## src/rtl/sensor_request_response_reader_assert.svh

```systemverilog
// ----------------------------------------------------------------------------
// sensor_request_response_reader assertion macros
// concurrent assertion helpers, empty when synthesised
// ----------------------------------------------------------------------------
`ifndef SENSOR_REQUEST_RESPONSE_READER_ASSERT_SVH
`define SENSOR_REQUEST_RESPONSE_READER_ASSERT_SVH

`ifndef SYNTHESIS

// same-cycle implication
`define SRR_ASSERT_IMPL(lbl, clk, rst_n, ante, cons, msg) \
    lbl: assert property (@(posedge clk) disable iff (!rst_n) (ante) |-> (cons)) else $error(msg);

// next-cycle implication
`define SRR_ASSERT_NEXT(lbl, clk, rst_n, ante, cons, msg) \
    lbl: assert property (@(posedge clk) disable iff (!rst_n) (ante) |=> (cons)) else $error(msg);

`else

`define SRR_ASSERT_IMPL(lbl, clk, rst_n, ante, cons, msg)

`define SRR_ASSERT_NEXT(lbl, clk, rst_n, ante, cons, msg)

`endif

`endif

```

## src/rtl/srr_pkg.sv

```systemverilog
// ----------------------------------------------------------------------------
// srr_pkg
// shared types and constants of the sensor request/response reader
// ----------------------------------------------------------------------------
package srr_pkg;

    localparam int unsigned TIMER_W = 24;
    localparam int unsigned DATA_W  = 32;
    localparam int unsigned ADDR_W  = 3;

    localparam logic [TIMER_W-1:0] RESPONSE_TIMEOUT_RST = 24'd20000;
    localparam logic [TIMER_W-1:0] BYTE_GAP_TIMEOUT_RST = 24'd5000;
    localparam logic [TIMER_W-1:0] TICKS_MAX            = {TIMER_W{1'b1}};

    // command bytes
    localparam logic [7:0] CMD_READ  = 8'h7A;
    localparam logic [7:0] CMD_RESET = 8'h61;

    // item kinds
    localparam logic [2:0] KIND_REQUEST = 3'd0;
    localparam logic [2:0] KIND_BYTE    = 3'd1;
    localparam logic [2:0] KIND_TICK    = 3'd2;
    localparam logic [2:0] KIND_CANCEL  = 3'd3;
    localparam logic [2:0] KIND_RESET   = 3'd4;

    // register indexes
    localparam logic REG_RESPONSE_TIMEOUT = 1'b0;
    localparam logic REG_BYTE_GAP_TIMEOUT = 1'b1;

    typedef enum logic [1:0] {
        PH_IDLE = 2'd0,
        PH_HIGH = 2'd1,
        PH_LOW  = 2'd2
    } t_phase;

    typedef struct packed {
        logic [TIMER_W-1:0] response_timeout;
        logic [TIMER_W-1:0] byte_gap_timeout;
    } t_cfg;

    typedef struct packed {
        logic               send_valid;
        logic [7:0]         send_byte;
        logic               request_accepted;
        logic               value_valid;
        logic signed [15:0] heading_value;
        logic               pending;
        logic               timed_out;
        logic               last_ok;
    } t_result;

endpackage

```

## src/rtl/srr_cfg.sv

```systemverilog
// ----------------------------------------------------------------------------
// srr_cfg
// apb register file holding the two timeout limits
// ----------------------------------------------------------------------------
module srr_cfg (
    input  logic                        i_clk,
    input  logic                        i_rst_n,
    input  logic                        psel,
    input  logic                        penable,
    input  logic                        pwrite,
    input  logic [srr_pkg::ADDR_W-1:0]  paddr,
    input  logic [srr_pkg::DATA_W-1:0]  pwdata,
    output logic [srr_pkg::DATA_W-1:0]  prdata,
    output logic                        pready,
    output srr_pkg::t_cfg               o_cfg
);

    logic [srr_pkg::TIMER_W-1:0] r_response_timeout;
    logic [srr_pkg::TIMER_W-1:0] r_byte_gap_timeout;
    logic                        wr_en;
    logic                        reg_sel;

    assign pready  = 1'b1;
    assign wr_en   = psel && penable && pwrite;
    assign reg_sel = paddr[2];

    always_ff @(posedge i_clk) begin
        if (!i_rst_n) begin
            r_response_timeout <= srr_pkg::RESPONSE_TIMEOUT_RST;
            r_byte_gap_timeout <= srr_pkg::BYTE_GAP_TIMEOUT_RST;
        end else if (wr_en) begin
            case (reg_sel)
                srr_pkg::REG_RESPONSE_TIMEOUT: begin
                    r_response_timeout <= pwdata[srr_pkg::TIMER_W-1:0];
                end
                srr_pkg::REG_BYTE_GAP_TIMEOUT: begin
                    r_byte_gap_timeout <= pwdata[srr_pkg::TIMER_W-1:0];
                end
                default: begin
                end
            endcase
        end
    end

    always_comb begin
        case (reg_sel)
            srr_pkg::REG_RESPONSE_TIMEOUT: begin
                prdata = {{(srr_pkg::DATA_W-srr_pkg::TIMER_W){1'b0}}, r_response_timeout};
            end
            srr_pkg::REG_BYTE_GAP_TIMEOUT: begin
                prdata = {{(srr_pkg::DATA_W-srr_pkg::TIMER_W){1'b0}}, r_byte_gap_timeout};
            end
            default: begin
                prdata = '0;
            end
        endcase
    end

    assign o_cfg.response_timeout = r_response_timeout;
    assign o_cfg.byte_gap_timeout = r_byte_gap_timeout;

endmodule

```

## src/rtl/srr_core.sv

```systemverilog
// ----------------------------------------------------------------------------
// srr_core
// read state, tick timer and flags, one item applied per fire
// ----------------------------------------------------------------------------
`include "sensor_request_response_reader_assert.svh"

module srr_core (
    input  logic            i_clk,
    input  logic            i_rst_n,
    input  logic            i_fire,
    input  logic [2:0]      i_kind,
    input  logic [7:0]      i_rx_byte,
    input  srr_pkg::t_cfg   i_cfg,
    output srr_pkg::t_result o_result
);

    srr_pkg::t_phase             r_phase, n_phase;
    logic [7:0]                  r_held, n_held;
    logic [srr_pkg::TIMER_W-1:0] r_elapsed, n_elapsed;
    logic                        r_timeout, n_timeout;
    logic                        r_success, n_success;
    logic [srr_pkg::TIMER_W-1:0] tick_count;
    logic [srr_pkg::TIMER_W-1:0] limit;
    logic                        busy;

    assign busy = (r_phase == srr_pkg::PH_HIGH) || (r_phase == srr_pkg::PH_LOW);
    assign limit = (r_phase == srr_pkg::PH_HIGH) ? i_cfg.response_timeout
                                                 : i_cfg.byte_gap_timeout;
    // saturating tick count
    assign tick_count = (r_elapsed == srr_pkg::TICKS_MAX) ? r_elapsed
                                                          : r_elapsed + 1'b1;

    always_comb begin
        n_phase   = r_phase;
        n_held    = r_held;
        n_elapsed = r_elapsed;
        n_timeout = r_timeout;
        n_success = r_success;
        o_result  = '0;
        case (i_kind)
            srr_pkg::KIND_REQUEST: begin
                if (!busy) begin
                    n_success                 = 1'b0;
                    n_timeout                 = 1'b0;
                    n_elapsed                 = '0;
                    n_phase                   = srr_pkg::PH_HIGH;
                    o_result.send_valid       = 1'b1;
                    o_result.send_byte        = srr_pkg::CMD_READ;
                    o_result.request_accepted = 1'b1;
                end
            end
            srr_pkg::KIND_BYTE: begin
                case (r_phase)
                    srr_pkg::PH_HIGH: begin
                        n_held    = i_rx_byte;
                        n_elapsed = '0;
                        n_phase   = srr_pkg::PH_LOW;
                    end
                    srr_pkg::PH_LOW: begin
                        o_result.heading_value = $signed({r_held, i_rx_byte});
                        o_result.value_valid   = 1'b1;
                        n_success              = 1'b1;
                        n_timeout              = 1'b0;
                        n_phase                = srr_pkg::PH_IDLE;
                    end
                    default: begin
                    end
                endcase
            end
            srr_pkg::KIND_TICK: begin
                if (busy) begin
                    n_elapsed = tick_count;
                    if (tick_count >= limit) begin
                        n_timeout = 1'b1;
                        n_phase   = srr_pkg::PH_IDLE;
                    end
                end
            end
            srr_pkg::KIND_CANCEL: begin
                n_phase = srr_pkg::PH_IDLE;
            end
            srr_pkg::KIND_RESET: begin
                n_phase             = srr_pkg::PH_IDLE;
                o_result.send_valid = 1'b1;
                o_result.send_byte  = srr_pkg::CMD_RESET;
            end
            default: begin
            end
        endcase
        o_result.pending   = (n_phase != srr_pkg::PH_IDLE);
        o_result.timed_out = n_timeout;
        o_result.last_ok   = n_success;
    end

    always_ff @(posedge i_clk) begin
        if (!i_rst_n) begin
            r_phase   <= srr_pkg::PH_IDLE;
            r_held    <= '0;
            r_elapsed <= '0;
            r_timeout <= 1'b0;
            r_success <= 1'b0;
        end else if (i_fire) begin
            r_phase   <= n_phase;
            r_held    <= n_held;
            r_elapsed <= n_elapsed;
            r_timeout <= n_timeout;
            r_success <= n_success;
        end
    end

    `SRR_ASSERT_NEXT(a_value_sets_ok, i_clk, i_rst_n, i_fire && o_result.value_valid, r_success && !r_timeout && (r_phase == srr_pkg::PH_IDLE), "completed reading did not leave ok and idle")
    `SRR_ASSERT_NEXT(a_request_starts_high, i_clk, i_rst_n, i_fire && o_result.request_accepted, (r_phase == srr_pkg::PH_HIGH) && (r_elapsed == '0), "accepted request did not arm the high-byte wait")
    `SRR_ASSERT_IMPL(a_flags_exclusive, i_clk, i_rst_n, 1'b1, !(r_timeout && r_success), "timeout and success flags both set")

endmodule

```

## src/rtl/sensor_request_response_reader.sv

```systemverilog
// ----------------------------------------------------------------------------
// sensor_request_response_reader
// request/response reader for a uart heading sensor
// ----------------------------------------------------------------------------
// Each input transfer carries one item (request, received byte, tick, cancel or
// reset) and produces exactly one result transfer. The block takes one item per
// clock cycle while the output side is not stalled; an item is captured in the
// input register, then applied to the read state and written into the result
// register at the same edge once the result register can take it, so a result
// passes through the input and result registers before it is offered. A stall
// on the output holds the result register and, once the input register is also
// full, raises the input stall in the same cycle. The timeout limits sit in two
// apb registers (0x0 response timeout, 0x4 byte gap timeout, 24 bits each); the
// user must write them only while no item is in flight, which the block itself
// does not enforce. No clearing pass is needed after reset.
// ----------------------------------------------------------------------------
`include "sensor_request_response_reader_assert.svh"

module sensor_request_response_reader (
    input  logic                        i_clk,
    input  logic                        i_rst_n,
    // apb configuration
    input  logic                        psel,
    input  logic                        penable,
    input  logic                        pwrite,
    input  logic [srr_pkg::ADDR_W-1:0]  paddr,
    input  logic [srr_pkg::DATA_W-1:0]  pwdata,
    output logic [srr_pkg::DATA_W-1:0]  prdata,
    output logic                        pready,
    // item input
    input  logic                        i_in_valid,
    output logic                        o_in_stall,
    input  logic [2:0]                  i_kind,
    input  logic [7:0]                  i_rx_byte,
    // result output
    output logic                        o_out_valid,
    input  logic                        i_out_stall,
    output logic                        o_send_valid,
    output logic [7:0]                  o_send_byte,
    output logic                        o_request_accepted,
    output logic                        o_value_valid,
    output logic signed [15:0]          o_heading_value,
    output logic                        o_pending,
    output logic                        o_timed_out,
    output logic                        o_last_ok
);

    srr_pkg::t_cfg    cfg;
    srr_pkg::t_result core_result;
    srr_pkg::t_result r_result;

    logic       r_in_valid;
    logic [2:0] r_kind;
    logic [7:0] r_rx_byte;
    logic       r_out_valid;
    logic       advance;
    logic       fire;

    // register file
    srr_cfg u_cfg (
        .i_clk   (i_clk),
        .i_rst_n (i_rst_n),
        .psel    (psel),
        .penable (penable),
        .pwrite  (pwrite),
        .paddr   (paddr),
        .pwdata  (pwdata),
        .prdata  (prdata),
        .pready  (pready),
        .o_cfg   (cfg)
    );

    // result register can take a new item when empty or being drained
    assign advance    = !r_out_valid || !i_out_stall;
    // the held item moves on into the result register
    assign fire       = r_in_valid && advance;
    // input register is full and cannot move on
    assign o_in_stall = r_in_valid && !advance;

    // input register
    always_ff @(posedge i_clk) begin
        if (!i_rst_n) begin
            r_in_valid <= 1'b0;
        end else if (!o_in_stall) begin
            r_in_valid <= i_in_valid;
        end
    end

    always_ff @(posedge i_clk) begin
        if (i_in_valid && !o_in_stall) begin
            r_kind    <= i_kind;
            r_rx_byte <= i_rx_byte;
        end
    end

    // state update for the held item
    srr_core u_core (
        .i_clk     (i_clk),
        .i_rst_n   (i_rst_n),
        .i_fire    (fire),
        .i_kind    (r_kind),
        .i_rx_byte (r_rx_byte),
        .i_cfg     (cfg),
        .o_result  (core_result)
    );

    // result register
    always_ff @(posedge i_clk) begin
        if (!i_rst_n) begin
            r_out_valid <= 1'b0;
        end else if (advance) begin
            r_out_valid <= r_in_valid;
        end
    end

    always_ff @(posedge i_clk) begin
        if (fire) begin
            r_result <= core_result;
        end
    end

    assign o_out_valid        = r_out_valid;
    assign o_send_valid       = r_result.send_valid;
    assign o_send_byte        = r_result.send_byte;
    assign o_request_accepted = r_result.request_accepted;
    assign o_value_valid      = r_result.value_valid;
    assign o_heading_value    = r_result.heading_value;
    assign o_pending          = r_result.pending;
    assign o_timed_out        = r_result.timed_out;
    assign o_last_ok          = r_result.last_ok;

    // a held item is never dropped while waiting
    `SRR_ASSERT_NEXT(a_in_held, i_clk, i_rst_n, o_in_stall, r_in_valid && $stable(r_kind) && $stable(r_rx_byte), "stalled input item lost")
    // a waiting result is never overwritten
    `SRR_ASSERT_NEXT(a_out_held, i_clk, i_rst_n, r_out_valid && i_out_stall, r_out_valid && $stable(r_result), "stalled result overwritten")

endmodule

```

## config.mk

```make
export PLATFORM = sky130hd
export DESIGN_NAME = sensor_request_response_reader
export DESIGN_NICKNAME = d
export VERILOG_FILES = /design/src/rtl/srr_pkg.sv /design/src/rtl/srr_cfg.sv /design/src/rtl/srr_core.sv /design/src/rtl/sensor_request_response_reader.sv
export VERILOG_INCLUDE_DIRS = /design/src /design/src/rtl
export SDC_FILE = /design/constraint.sdc
export NUM_CORES = 1
export LEC_CHECK = 0
export BUFFER_PORTS_ARGS = -buffer_cell sky130_fd_sc_hd__buf_2
export CAP_MARGIN = 20
export CELL_PAD_IN_SITES_DETAIL_PLACEMENT = 0
export CELL_PAD_IN_SITES_GLOBAL_PLACEMENT = 2
export CORE_ASPECT_RATIO = 1.1
export CORE_MARGIN = 1
export CORE_UTILIZATION = 34
export CTS_BUF_LIST = sky130_fd_sc_hd__clkbuf_16
export DETAILED_ROUTE_END_ITERATION = 6
export PLACE_DENSITY = 0.8
export SLEW_MARGIN = 20
export SYNTH_ARGS = -nofsm -noshare
export SYNTH_HDL_FRONTEND = slang
export SYNTH_SLANG_ARGS = --single-unit
```

## constraint.sdc

```tcl
create_clock -name i_clk -period 4.3 [get_ports i_clk]
set_clock_uncertainty 0.15 [all_clocks]
set_input_delay 0.86 -clock i_clk [delete_from_list [all_inputs] [get_ports i_clk]]
set_output_delay 0.86 -clock i_clk [all_outputs]
set_load 0.05 [all_outputs]
```

# Word level (Yosys, flattened, before mapping)
# Index checks and enable logic that the tools add are counted.
[op_classes]
add_sub_neg = 1
order_cmp = 1
eq_ne = 10
mux = 23
bitwise = 1
n_reduce_logical = 20
[op_table]
columns = ["op", "count"]
rows = [
  ["$mux W24", 5],
  ["$pmux W24 S3", 1],
  ["$pmux W32 S2", 1],
  ["$add A24 B1 Y24 const B", 1],
  ["$eq A24 B24 Y1 const B", 1],
  ["$ge A24 B24 Y1", 1],
  ["$pmux W9 S2", 1],
  ["$mux W17", 1],
  ["$mux W10", 1],
  ["$pmux W2 S4", 1],
  ["$eq A3 B2 Y1 const B", 2],
  ["$mux W1", 6],
  ["$mux W2", 3],
  ["$reduce_and A2 Y1", 3],
  ["$logic_and A1 B1 Y1", 5],
  ["$reduce_and A5 Y1", 1],
  ["$logic_not A1 Y1", 4],
  ["$ne A2 B1 Y1 const B", 2],
  ["$pmux W2 S2", 1],
  ["$eq A3 B1 Y1 const B", 1],
  ["$eq A3 B3 Y1 const B", 1],
  ["$logic_not A3 Y1", 1],
  ["$pmux W1 S3", 1],
  ["$reduce_and A3 Y1", 1],
  ["9 further kinds", 10],
]
[totals]
reg_bits = 127
input_bits = 53
wordCells = 75

# Logic depth before layout (Yosys ltp)
# Gate-level depths: netlist of the first run.
[depth]
ltp_word = 7
depth_mapped = 14

# By module
# A second synthesis of the first run with hierarchy kept.
[unflattened]
hier_cells = 680
hier_area_um2 = 6885.4
[modules_own_cells]
columns = ["mod", "instances", "cells_per_inst", "area_per_inst_um2", "seq_area_each_um2"]
rows = [
  ["srr_core", 1, 399, 3291.9, 720.7],
  ["srr_cfg", 1, 232, 2278.4, 960.9],
  ["sensor_request_response_reader", 1, 49, 1315.0, 1271.2],
]

# Worst setup path after synthesis of the first run
# Ideal clock, no wire load.
[synth_path]
kind = "register -> register"
from = "register u_core.r_elapsed[0] (netlist name)"
to = "register r_result, in the netlist o_timed_out, data pin"
arrival_time_ps = 3227
t_required_ps = 3881
setup_slack_ps = 654
stages_incl_launch_ff = 12
path_cell_list = "dfxtp_1 ha_1 nand4_2 nor4_4 nand2_2 mux2_4 ha_1 a2111oi_0 nor4_1 or3_1 a311oi_2 o31ai_1"
[synth_lines]
columns = ["item", "line_no", "source"]
rows = [
  ["start, declared", "srr_core.sv:19", "logic [srr_pkg::TIMER_W-1:0] r_elapsed, n_elapsed;"],
  ["start signal, assigned", "srr_core.sv:105", "r_elapsed <= n_elapsed;"],
  ["end signal, assigned", "sensor_request_response_reader.sv:118", "r_result <= core_result;"],
  ["end, declared", "sensor_request_response_reader.sv:50", "srr_pkg::t_result r_result;"],
]

==> results of run 1 <==
[worst reg2reg max path: cells and delay by family, from the launching register on]
kind	cells	cell delay [ns]
buffers and inverters	1	0.19
and+or+nand+nor	6	1.47
DFF	1	0.39
xor gates and xnor gates	1	0.15
adders and majority gates	2	0.61
AOI/OAI and AO/OA	4	0.78
[cell usage after synthesis, drive strengths merged (3+ instances only)]
master / number / area (sq um)
a21o: 3 / 22.5
a21oi: 59 / 295
a22o: 5 / 43.8
a31oi: 14 / 87.6
and2: 20 / 125
and3: 8 / 50.1
buf: 29 / 186
clkbuf: 27 / 104
dfxtp: 86 / 1720
edfxtp: 35 / 1050
ha: 29 / 363
inv: 14 / 52.6
mux2: 26 / 297
mux2i: 34 / 340
nand2: 125 / 474
nand2b: 4 / 25.0
nand3: 24 / 120
nand4: 11 / 90.1
nor2: 35 / 136
nor2b: 3 / 18.8
nor3: 9 / 72.6
nor4: 4 / 55.1
o21ai: 21 / 105
o31ai: 9 / 67.6
or3: 4 / 25.0
xnor2: 16 / 140
xor2: 6 / 52.6
[power by group]
group	switching, W	internal (W)	total, W
clock	0.000611	0.000833	0.00144
sequential	0.0000188	0.00120	0.00122
combinational	0.000212	0.0000833	0.000295
total	0.000842	0.00212	0.00296
[cell families after synthesis]
kind of cell | count (synthesis) | synth area share, %
other | 2 | 0.117
AO/OA/AOI/OAI | 134 | 13.0
buffers and inverters | 70 | 5.33
adder cells (fa/ha/maj) | 29 | 5.64
XOR/XNOR | 22 | 3.00
flip-flops | 121 | 43.1
multiplexers | 60 | 9.90
AND/OR/NAND/NOR | 257 | 19.9
[flip-flops by register name, indices dropped and copies added (netlist names)]
signal	count
o_send_byte	3
o_last_ok	1
o_pending	1
o_timed_out	1
u_core.r_timeout	1
u_cfg.r_response_timeout	24
u_core.r_elapsed	24
r_in_valid	1
o_heading_value	16
o_request_accepted	1
r_kind	3
r_rx_byte	8
u_core.r_phase	2
u_core.r_held	8
u_core.r_success	1
o_out_valid	1
o_value_valid	1
u_cfg.r_byte_gap_timeout	24
[final timing paths]
path | start | cells after the start | end | slack, ns
max | u_core.r_elapsed[1] | 14 | o_pending | 0.30
min | u_cfg.r_byte_gap_timeout[4] | 2 | u_cfg.r_byte_gap_timeout[4] | 0.32
max reg2reg | u_core.r_elapsed[1] | 14 | o_pending | 0.30
min reg2reg | u_cfg.r_byte_gap_timeout[4] | 2 | u_cfg.r_byte_gap_timeout[4] | 0.32
[through the flow]
step	std cells	total power, W
floorplan	704	0.00147
global placement	1001	0.00154
detailed placement	1001	0.00154
CTS	1033	0.00299
global route	1033	0.00307
finish	1033	0.00296
[layer usage]
layer	wire length, um	vias to the layer above	global-route usage [%]
met5	0	-	0
met4	120	0	6.19
met3	746	9	3.23
met2	7720	136	28.4
met1	7260	2402	21.1
li1	-	2603	-
[layout make-up]
type	count	share of cell area, %
Timing Repair Buffer	110	7.78
Clock inverter	15	2.28
Tap cell	243	3.95
Sequential cell	121	36.1
Inverter	14	0.683
Clock buffer	17	5.53
Multi-Input combinational cell	513	43.7
==> results.md, run 1 <==
* Status: completed
* Post-layout min period at 4.00 ns
* Reg clk slew, reported paths at 0.06 ns
* CTS Root Cell: clkbuf_16
* Core ar. at 18,500 sq um
* Final Cell Area at 7690 sq um
* Seq cells post-synth at 121
* Drt total wl at 15,800 um
* FF/Latch Area at 2770 sq um
* Most frequent cells in the layout: nand2_1 (123), buf_2 (96), dfxtp_1 (86), a21oi_1 (59), edfxtp_1 (35)
* Cell variety after synth at 67
* Clock latency on the worst-skew pair at 0.41 ns
* Syn Inst Count at 695
* Remaining DRCs at 0
* CP cell instances: ha_1 > nand4_2 > nor4_4 > a211o_2 > nor3_2 > xor2_1 > ha_1 > nand4_1 > nor4_2 > nand2_1 > o2111ai_1 > a311oi_2 > buf_4 > o31a_1
* Global route overflow at 0
* Slowest stage delay, CP at 0.46 ns
* DP HPWL at 10,900 um
* Cts bufs inserted at 17
* Mapped Area at 6430 sq um
* Largest net degree at the start of global routing at 57
* Filler instances at 1,849
* Util after Layout at 41.6%
* Crit-path leading delay family: simple AND/OR/NAND/NOR gates
* Post-route setup slack at 0.301 ns
* Setup violators final at 0
* Placed inst area at 7080 sq um
* Proportion of layout cells with a drive suffix above 1 at 24.1%
* Hold WS at 0.317 ns
* Die W at 133 um
* Maximum root-to-sink buffer count at 2
* Initial core utilization at 34.8%
* Via density at 4.99
* Synth Flop Type: dfxtp_1
* Final hold vios at 0
* Hold WC Path Type: register to register
* Final-stage net count at 859
* Worst-Margin Slew at 1.06 ns
* Commonest non-fill, non-tap cell in the layout: nand2_1
* Area Growth Syn to Fin at 19.6%
* I/O Pins at 118
* Post-cts resize count at 0
* Setup tns final at 0 ns
* Cell repeated most along the worst path: ha_1
* Std cell rows at 52
* WP buf/inv at 1
* Ant. Diodes at 0
* Buffers added on ports at 96
* Yosys warns at 0
* Final ANT Viol Nets at 0
* Syn avg cell area at 9.25 sq um
* Worst EP required at 4.31 ns
* Post-synth EDFFs at 35
* Max Fclk at 250 MHz
* Setup WS pre-CTS at 0.227 ns
* Pwr/cell area at 385 nW/um^2
* Crit path arrival time at 4.01 ns
* Leakage power at 3.19 nW
* Global-route wire length before repair at 25,800 um
* H-tree depth at 4
* Gpl congestion at 0.780
* Initial antenna violation count at 0
* Routed len/inst at 15.3 um
* Crit share post-route at 93.0%
* Chip height at 146 um
* # hold bufs at CTS at 0
* Worst setup path class: register to register
* Area occupied by multi-input gates at 3360 sq um
* GRT Util Overall at 16.8%
* First DRT Iteration DRCs at 203
* Via count at 5,150
* Crit path capture type: register
* Final Max Slew Viols at 0
* FFs w/ async S/R, synth at 0%
* Unrepaired setup endpoints after global routing: false
* Worst Path Max Fanout at 6
* TritonCTS clock tree: yes
* Vias in the first global route at 5,111
* Postcts setup bufs at 0
* Slowest cell on the critical path: nor4_4
* Clock sink total at 121
* # Max-Cap Violations at 0
* Post-synthesis sequential area ratio at 43.1%
* DR pass1 iterations at 6
* CP Launch Type: register
* Max-slew headroom at the worst pin at 28.9%
* Worst VDD drop at 258 uV
* Die area at 19,500 sq um
(Power assumes the default switching activity.)
==> inputs of run 2 (changes only) <==
--- a/config.mk
+++ b/config.mk
@@ -16,6 +16,7 @@
 export CTS_BUF_LIST = sky130_fd_sc_hd__clkbuf_16
 export DETAILED_ROUTE_END_ITERATION = 6
 export PLACE_DENSITY = 0.8
+export RECOVER_POWER = 50
 export SLEW_MARGIN = 20
 export SYNTH_ARGS = -nofsm -noshare
 export SYNTH_HDL_FRONTEND = slang
==> constraint.sdc (replaced) <==
create_clock -name i_clk -period 4.3 [get_ports i_clk]
set_clock_uncertainty 0.15 [all_clocks]
set_input_delay 0.86 -clock i_clk [delete_from_list [all_inputs] [get_ports i_clk]]
set_output_delay 0.86 -clock i_clk [all_outputs]
set_load 0.01 [all_outputs]
==> results.md, run 2 (synthesis results as in run 1) <==
* Global route overflow at 0 (unchanged)
* Setup tns final at 0 ns (unchanged)
* CP Launch Type: register (unchanged)
* Final Max Slew Viols at 28 (was 0)
* WP buf/inv at 1 (unchanged)
* Util after Layout at 41.3% (was 41.6%)
* Worst VDD drop at 261 uV (was 258 uV)
* Failing checks: capacitance limit, slew limit
* Unrepaired setup endpoints after global routing: false (unchanged)
* Ant. Diodes at 0 (unchanged)
* Chip height at 146 um (unchanged)
* Status: finished, violations left (was completed)
* Clock sink total at 121 (unchanged)
* Commonest non-fill, non-tap cell in the layout: nand2_1 (unchanged)
* DR pass1 iterations at 7 (was 6)
* Largest net degree at the start of global routing at 57 (unchanged)
* Die area at 19,500 sq um (unchanged)
* Initial core utilization at 34.8% (unchanged)
* DP HPWL at 10,900 um (unchanged)
* Leakage power at 3.09 nW (was 3.19 nW)
* Setup violators final at 0 (unchanged)
* Worst Path Max Fanout at 6 (unchanged)
* Most frequent cells in the layout: nand2_1 (123), dfxtp_1 (86), buf_2 (60), a21oi_1 (59), clkbuf_1 (37) (was nand2_1 (123), buf_2 (96), dfxtp_1 (86), a21oi_1 (59), edfxtp_1 (35))
* Reg clk slew, reported paths at 0.06 ns (about the same)
* Crit share post-route at 93.1% (was 93.0%)
* First DRT Iteration DRCs at 177 (was 203)
* Worst setup path class: register to register (unchanged)
* Final-stage net count at 859 (unchanged)
* CTS Root Cell: clkbuf_16 (unchanged)
* Postcts setup bufs at 0 (unchanged)
* Gpl congestion at 0.780 (unchanged)
* Crit-path leading delay family: simple AND/OR/NAND/NOR gates (unchanged)
* Final ANT Viol Nets at 0 (unchanged)
* Worst-Margin Slew at 1.59 ns (was 1.06 ns)
* R2r worst-path depth at 14 (unchanged)
* Cell repeated most along the worst path: ha_1 (unchanged)
* Final hold vios at 0 (unchanged)
* Placed inst area at 7080 sq um (unchanged)
* Worst r2r src: u_core.r_elapsed[1] (unchanged)
* Worst EP required at 4.31 ns (about the same)
* Pwr/cell area at 377 nW/um^2 (was 385 nW/um^2)
* CP cell instances: ha_1 > nand4_2 > nor4_4 > a211o_2 > nor3_2 > xor2_1 > ha_1 > nand4_1 > nor4_2 > nand2_1 > o2111ai_1 > a311oi_2 > buf_4 > o31a_1 (unchanged)
* Die W at 133 um (unchanged)
* Routed len/inst at 15.4 um (was 15.3 um)
* Reg2reg setup slack at 0.30 ns (about the same)
* TritonCTS clock tree: yes (unchanged)
* Clock share of power at 50.3% (was 48.8%)
* Final Cell Area at 7630 sq um (was 7690 sq um)
* # Max-Cap Violations at 1 (was 0)
* Remaining DRCs at 0 (unchanged)
* Clock latency on the worst-skew pair at 0.42 ns (was 0.41 ns)
* Max Fclk at 250 MHz (about the same)
* Core ar. at 18,500 sq um (unchanged)
* Sequential power share at 42.5% (was 41.3%)
* WP depth at 14 (unchanged)
* Via density at 5.04 (was 4.99)
* Slowest stage delay, CP at 0.46 ns (about the same)
* Via count at 5,211 (was 5,150)
* Std cell rows at 52 (unchanged)
* Cts bufs inserted at 17 (unchanged)
* Buffers added on ports at 96 (unchanged)
* Endpoint, Worst Hold: u_cfg.r_byte_gap_timeout[4] (unchanged)
* R2R Path End: o_pending (unchanged)
* Drt total wl at 15,900 um (was 15,800 um)
* Proportion of layout cells with a drive suffix above 1 at 18.9% (was 24.1%)
* Sw power at 0.000761 W (was 0.000842 W)
* Maximum root-to-sink buffer count at 2 (unchanged)
* HP Start: u_cfg.r_byte_gap_timeout[4] (unchanged)
* Overall Power at 0.00288 W (was 0.00296 W)
* Gate power share at 7.2% (was 10.0%)
* Filler instances at 1,867 (was 1,849)
* Cell-internal power at 0.00211 W (was 0.00212 W)
* Crit path arrival time at 4.02 ns (was 4.01 ns)
* # hold bufs at CTS at 0 (unchanged)
* Net Sw Frac at 26.5% (was 28.4%)
* Post-cts resize count at 0 (unchanged)
* GRT Util Overall at 16.8% (unchanged)
* Initial antenna violation count at 0 (unchanged)
* Hold depth at 2 (unchanged)
* Vias in the first global route at 5,111 (unchanged)
* Max-slew headroom at the worst pin at -6.23% (was 28.9%)
* Crit path capture type: register (unchanged)
* H-tree depth at 4 (unchanged)
* Hold WC Path Type: register to register (unchanged)
* Slowest cell on the critical path: nor4_4 (unchanged)
* Top flop regs: u_cfg.r_byte_gap_timeout (24), u_cfg.r_response_timeout (24), u_core.r_elapsed (24) (unchanged)
* Area Growth Syn to Fin at 18.7% (was 19.6%)
* I/O Pins at 118 (unchanged)
* Post-layout min period at 4.00 ns (about the same)
* Global-route wire length before repair at 25,800 um (unchanged)
run 2: cell types whose count changed in the layout (fill, tap and decap cells not counted), moves of 4 or more:
cell,delta
clkbuf_1,+37
buf_2,-36
and2_0,+4
and2_1,-4
run 2: how the worst max path moves through the flow:
stage	from	to	slack, ns
after floorplan	u_core.r_elapsed[0]	o_timed_out	0.65
after global placement	u_core.r_elapsed[1]	o_pending	0.25
after detailed placement	u_core.r_elapsed[1]	o_pending	0.23
after CTS	u_core.r_elapsed[1]	o_pending	0.19
after global routing	u_core.r_elapsed[1]	o_timed_out	0.04
final	u_core.r_elapsed[1]	o_pending	0.30
run 2: area by class of cell:
class                      instances  area [sq um]  area share (%)
timing repair buffer             110           549            7.19
multi-input combinational        513          3360            44.0
clock inverter                    15           175            2.29
tap                              243           304            3.98
clock buffer                      17           425            5.57
sequential                       121          2770            36.3
inverter                          14          52.6           0.688
run 2: tightest hold or removal path: stages (launching register included):
cell     delay [ns]
dfxtp_1        0.31
nand2_1        0.06
a21oi_1        0.05
run 2: through the flow:
step	hold slack, ns	setup slack, ns	std cells
after global routing	0.344	0.0404	1033
final	0.318	0.296	1033
after CTS	0.320	0.193	1033
after detailed placement	0.311	0.227	1001
after floorplan	0.291	0.654	704
after global placement	0.302	0.255	1001
run 2: routing by layer:
metal,routed length (um),share of wire (%),global-route usage [%]
met2,7630,48,28.4
met3,798,5.0,3.23
met5,0,0,0
met4,193,1.2,6.19
met1,7290,46,21.1
run 2: power by group through the flow:
stage          sequential (W)  combinational, W  clock, W
6_report              0.00122          0.000207   0.00145
5_1_grt               0.00123          0.000229   0.00153
4_1_cts               0.00122          0.000213   0.00147
3_5_place_dp          0.00125          0.000211         0
3_3_place_gp          0.00125          0.000208         0
2_1_floorplan         0.00125          0.000139         0
==> inputs of run 3 (changes only) <==
--- a/config.mk
+++ b/config.mk
@@ -12,10 +12,10 @@
 export CELL_PAD_IN_SITES_GLOBAL_PLACEMENT = 2
 export CORE_ASPECT_RATIO = 1.1
 export CORE_MARGIN = 1
-export CORE_UTILIZATION = 34
+export CORE_UTILIZATION = 30
 export CTS_BUF_LIST = sky130_fd_sc_hd__clkbuf_16
 export DETAILED_ROUTE_END_ITERATION = 6
-export PLACE_DENSITY = 0.8
+export PLACE_DENSITY_LB_ADDON = 0.15
 export RECOVER_POWER = 50
 export SLEW_MARGIN = 20
 export SYNTH_ARGS = -nofsm -noshare
==> results.md, run 3 (synthesis results as in run 1) <==
* Std cell rows at 55 (was 52)
* Global-route wire length before repair at 26,800 um (was 25,800 um)
* Final ANT Viol Nets at 0 (unchanged)
* Final hold vios at 0 (unchanged)
* First DRT Iteration DRCs at 173 (was 177)
* Hold WC Path Type: register to register (unchanged)
* Status: finished, violations left (unchanged)
* Area Growth Syn to Fin at 19.8% (was 18.7%)
* Buffers added on ports at 96 (unchanged)
* Worst VDD drop at 245 uV (was 261 uV)
* Most frequent cells in the layout: nand2_1 (123), dfxtp_1 (86), buf_2 (61), a21oi_1 (59), clkbuf_1 (37) (was nand2_1 (123), dfxtp_1 (86), buf_2 (60), a21oi_1 (59), clkbuf_1 (37))
* CTS Root Cell: clkbuf_16 (unchanged)
* Commonest non-fill, non-tap cell in the layout: nand2_1 (unchanged)
* Worst setup path class: register to register (unchanged)
* DP HPWL at 11,500 um (was 10,900 um)
* Worst-Margin Slew at 2.64 ns (was 1.59 ns)
* Via count at 5,178 (was 5,211)
* H-tree depth at 4 (unchanged)
* Crit path capture type: register (unchanged)
* Unrepaired setup endpoints after global routing: false (unchanged)
* Global route overflow at 0 (unchanged)
* Initial antenna violation count at 0 (unchanged)
* Failing checks: capacitance limit, slew limit (unchanged)
* Proportion of layout cells with a drive suffix above 1 at 19.2% (was 18.9%)
* Gpl congestion at 0.772 (was 0.780)
* Worst EP required at 4.33 ns (was 4.31 ns)
* Leakage power at 3.09 nW (about the same)
* Reg clk slew, reported paths at 0.06 ns (about the same)
* Cts bufs inserted at 17 (unchanged)
* Pwr/cell area at 366 nW/um^2 (was 377 nW/um^2)
* Initial core utilization at 30.9% (was 34.8%)
* Post-cts resize count at 0 (unchanged)
* Post-route insts no fill at 1,080 (was 1,033)
* # hold bufs at CTS at 0 (unchanged)
* Max Fclk at 256 MHz (was 250 MHz)
* Final-stage net count at 864 (was 859)
* Maximum root-to-sink buffer count at 2 (unchanged)
* # Max-Cap Violations at 2 (was 1)
* GRT Util Overall at 15.7% (was 16.8%)
* Post-layout min period at 3.91 ns (was 4.00 ns)
* DR pass1 iterations at 4 (was 7)
* Filler instances at 2,198 (was 1,867)
* Setup tns final at 0 ns (unchanged)
* Die area at 22,000 sq um (was 19,500 sq um)
* Vias in the first global route at 5,138 (was 5,111)
* Routed len/inst at 15.4 um (about the same)
* Crit path arrival time at 3.94 ns (was 4.02 ns)
* Dpl cells at 1,048 (was 1,001)
* CP Launch Type: register (unchanged)
* Chip height at 156 um (was 146 um)
* Worst Path Max Fanout at 6 (unchanged)
* I/O Pins at 118 (unchanged)
* Ant. Diodes at 0 (unchanged)
* Clock sink total at 121 (unchanged)
* Clock latency on the worst-skew pair at 0.42 ns (about the same)
* TritonCTS clock tree: yes (unchanged)
* Core ar. at 20,800 sq um (was 18,500 sq um)
* Postcts setup bufs at 0 (unchanged)
* Final Max Slew Viols at 80 (was 28)
* FF/Latch Area at 2770 sq um (unchanged)
* Remaining DRCs at 0 (unchanged)
* Drt total wl at 16,600 um (was 15,900 um)
* Top flop regs: u_cfg.r_byte_gap_timeout (24), u_cfg.r_response_timeout (24), u_core.r_elapsed (24) (unchanged)
* Die W at 142 um (was 133 um)
* Setup violators final at 0 (unchanged)
* Via density at 4.79 (was 5.04)
* Max-slew headroom at the worst pin at -75.7% (was -6.23%)
* Area occupied by multi-input gates at 3350 sq um (was 3360 sq um)
* Largest net degree at the start of global routing at 52 (was 57)
* Crit share post-route at 91.0% (was 93.1%)
==> run 3: cell types whose count changed in the layout (fill, tap and decap cells not counted), sizes merged <==
| cell | before | now |
|---|---|---|
| bufinv | 1 | 0 |
| buf | 73 | 78 |
| inv | 23 | 22 |
| clkinvlp | 2 | 3 |
| clkinv | 3 | 4 |
==> run 3: report_power, final <==
part	switching, W	leakage [nW]	total, W	internal [W]
clock network	0.000621	0.275	0.00139	0.000771
registers	0.0000193	1.03	0.00122	0.00120
logic	0.000128	1.79	0.000209	0.0000805
==> run 3: worst paths after layout <==
path	from	endpoint	slack [ns]	cells past startpoint
worst max register to register	u_core.r_elapsed[1]	o_pending	0.39	15
worst min-delay path	u_cfg.r_byte_gap_timeout[20]	u_cfg.r_byte_gap_timeout[20]	0.32	2
worst max-delay path	u_core.r_elapsed[1]	o_pending	0.39	15
worst min register to register	u_cfg.r_byte_gap_timeout[20]	u_cfg.r_byte_gap_timeout[20]	0.32	2
==> run 3: final cells by class <==
cell class / instances / area share [%]
well taps: 285 / 4.63
multi-input cells: 513 / 43.5
inverters: 14 / 0.682
clock inverters: 15 / 1.98
flip-flops and latches: 121 / 36.0
repair buffers: 115 / 7.74
clock buffers: 17 / 5.52
==> run 3: worst max-delay path, stage by stage, from the launching register on <==
cell and delay (ns):
dfxtp_1 0.40, ha_1 0.21, nand4_2 0.24, nor4_4 0.44, a211o_2 0.31, nor2_1 0.09, nand2_1 0.10, xnor2_1 0.11
ha_1 0.32, nand4_1 0.14, nor4_1 0.38, nand2_1 0.10, o2111ai_1 0.15, a311oi_2 0.09, buf_4 0.18, o31a_1 0.27
==> run 3: per-layer routing <==
metal / routed length, um / global-route usage (%) / part of all wire [%] / up-vias
met5: 0 / 0 / 0 / -
met3: 656 / 3.78 / 3.9 / 16
met4: 229 / 4.97 / 1.4 / 0
li1: - / - / - / 2611
met2: 7780 / 26.2 / 47 / 118
met1: 7970 / 20.0 / 48 / 2433
==> run 3: per-stage QoR <==
| step | util [%] | worst slack [ns] | cell area [sq um] | hold WS (ns) | total power (W) |
|---|---|---|---|---|---|
| after global routing | 37.1 | 0.126 | 7710 | 0.343 | 0.00294 |
| after global placement | 34.5 | 0.423 | 7180 | 0.303 | 0.00146 |
| final | 37.1 | 0.389 | 7710 | 0.318 | 0.00282 |
| after CTS | 37.3 | 0.378 | 7760 | 0.318 | 0.00287 |
| after detailed placement | 34.6 | 0.391 | 7180 | 0.309 | 0.00146 |
| after floorplan | - | 0.654 | 6460 | 0.291 | 0.00138 |
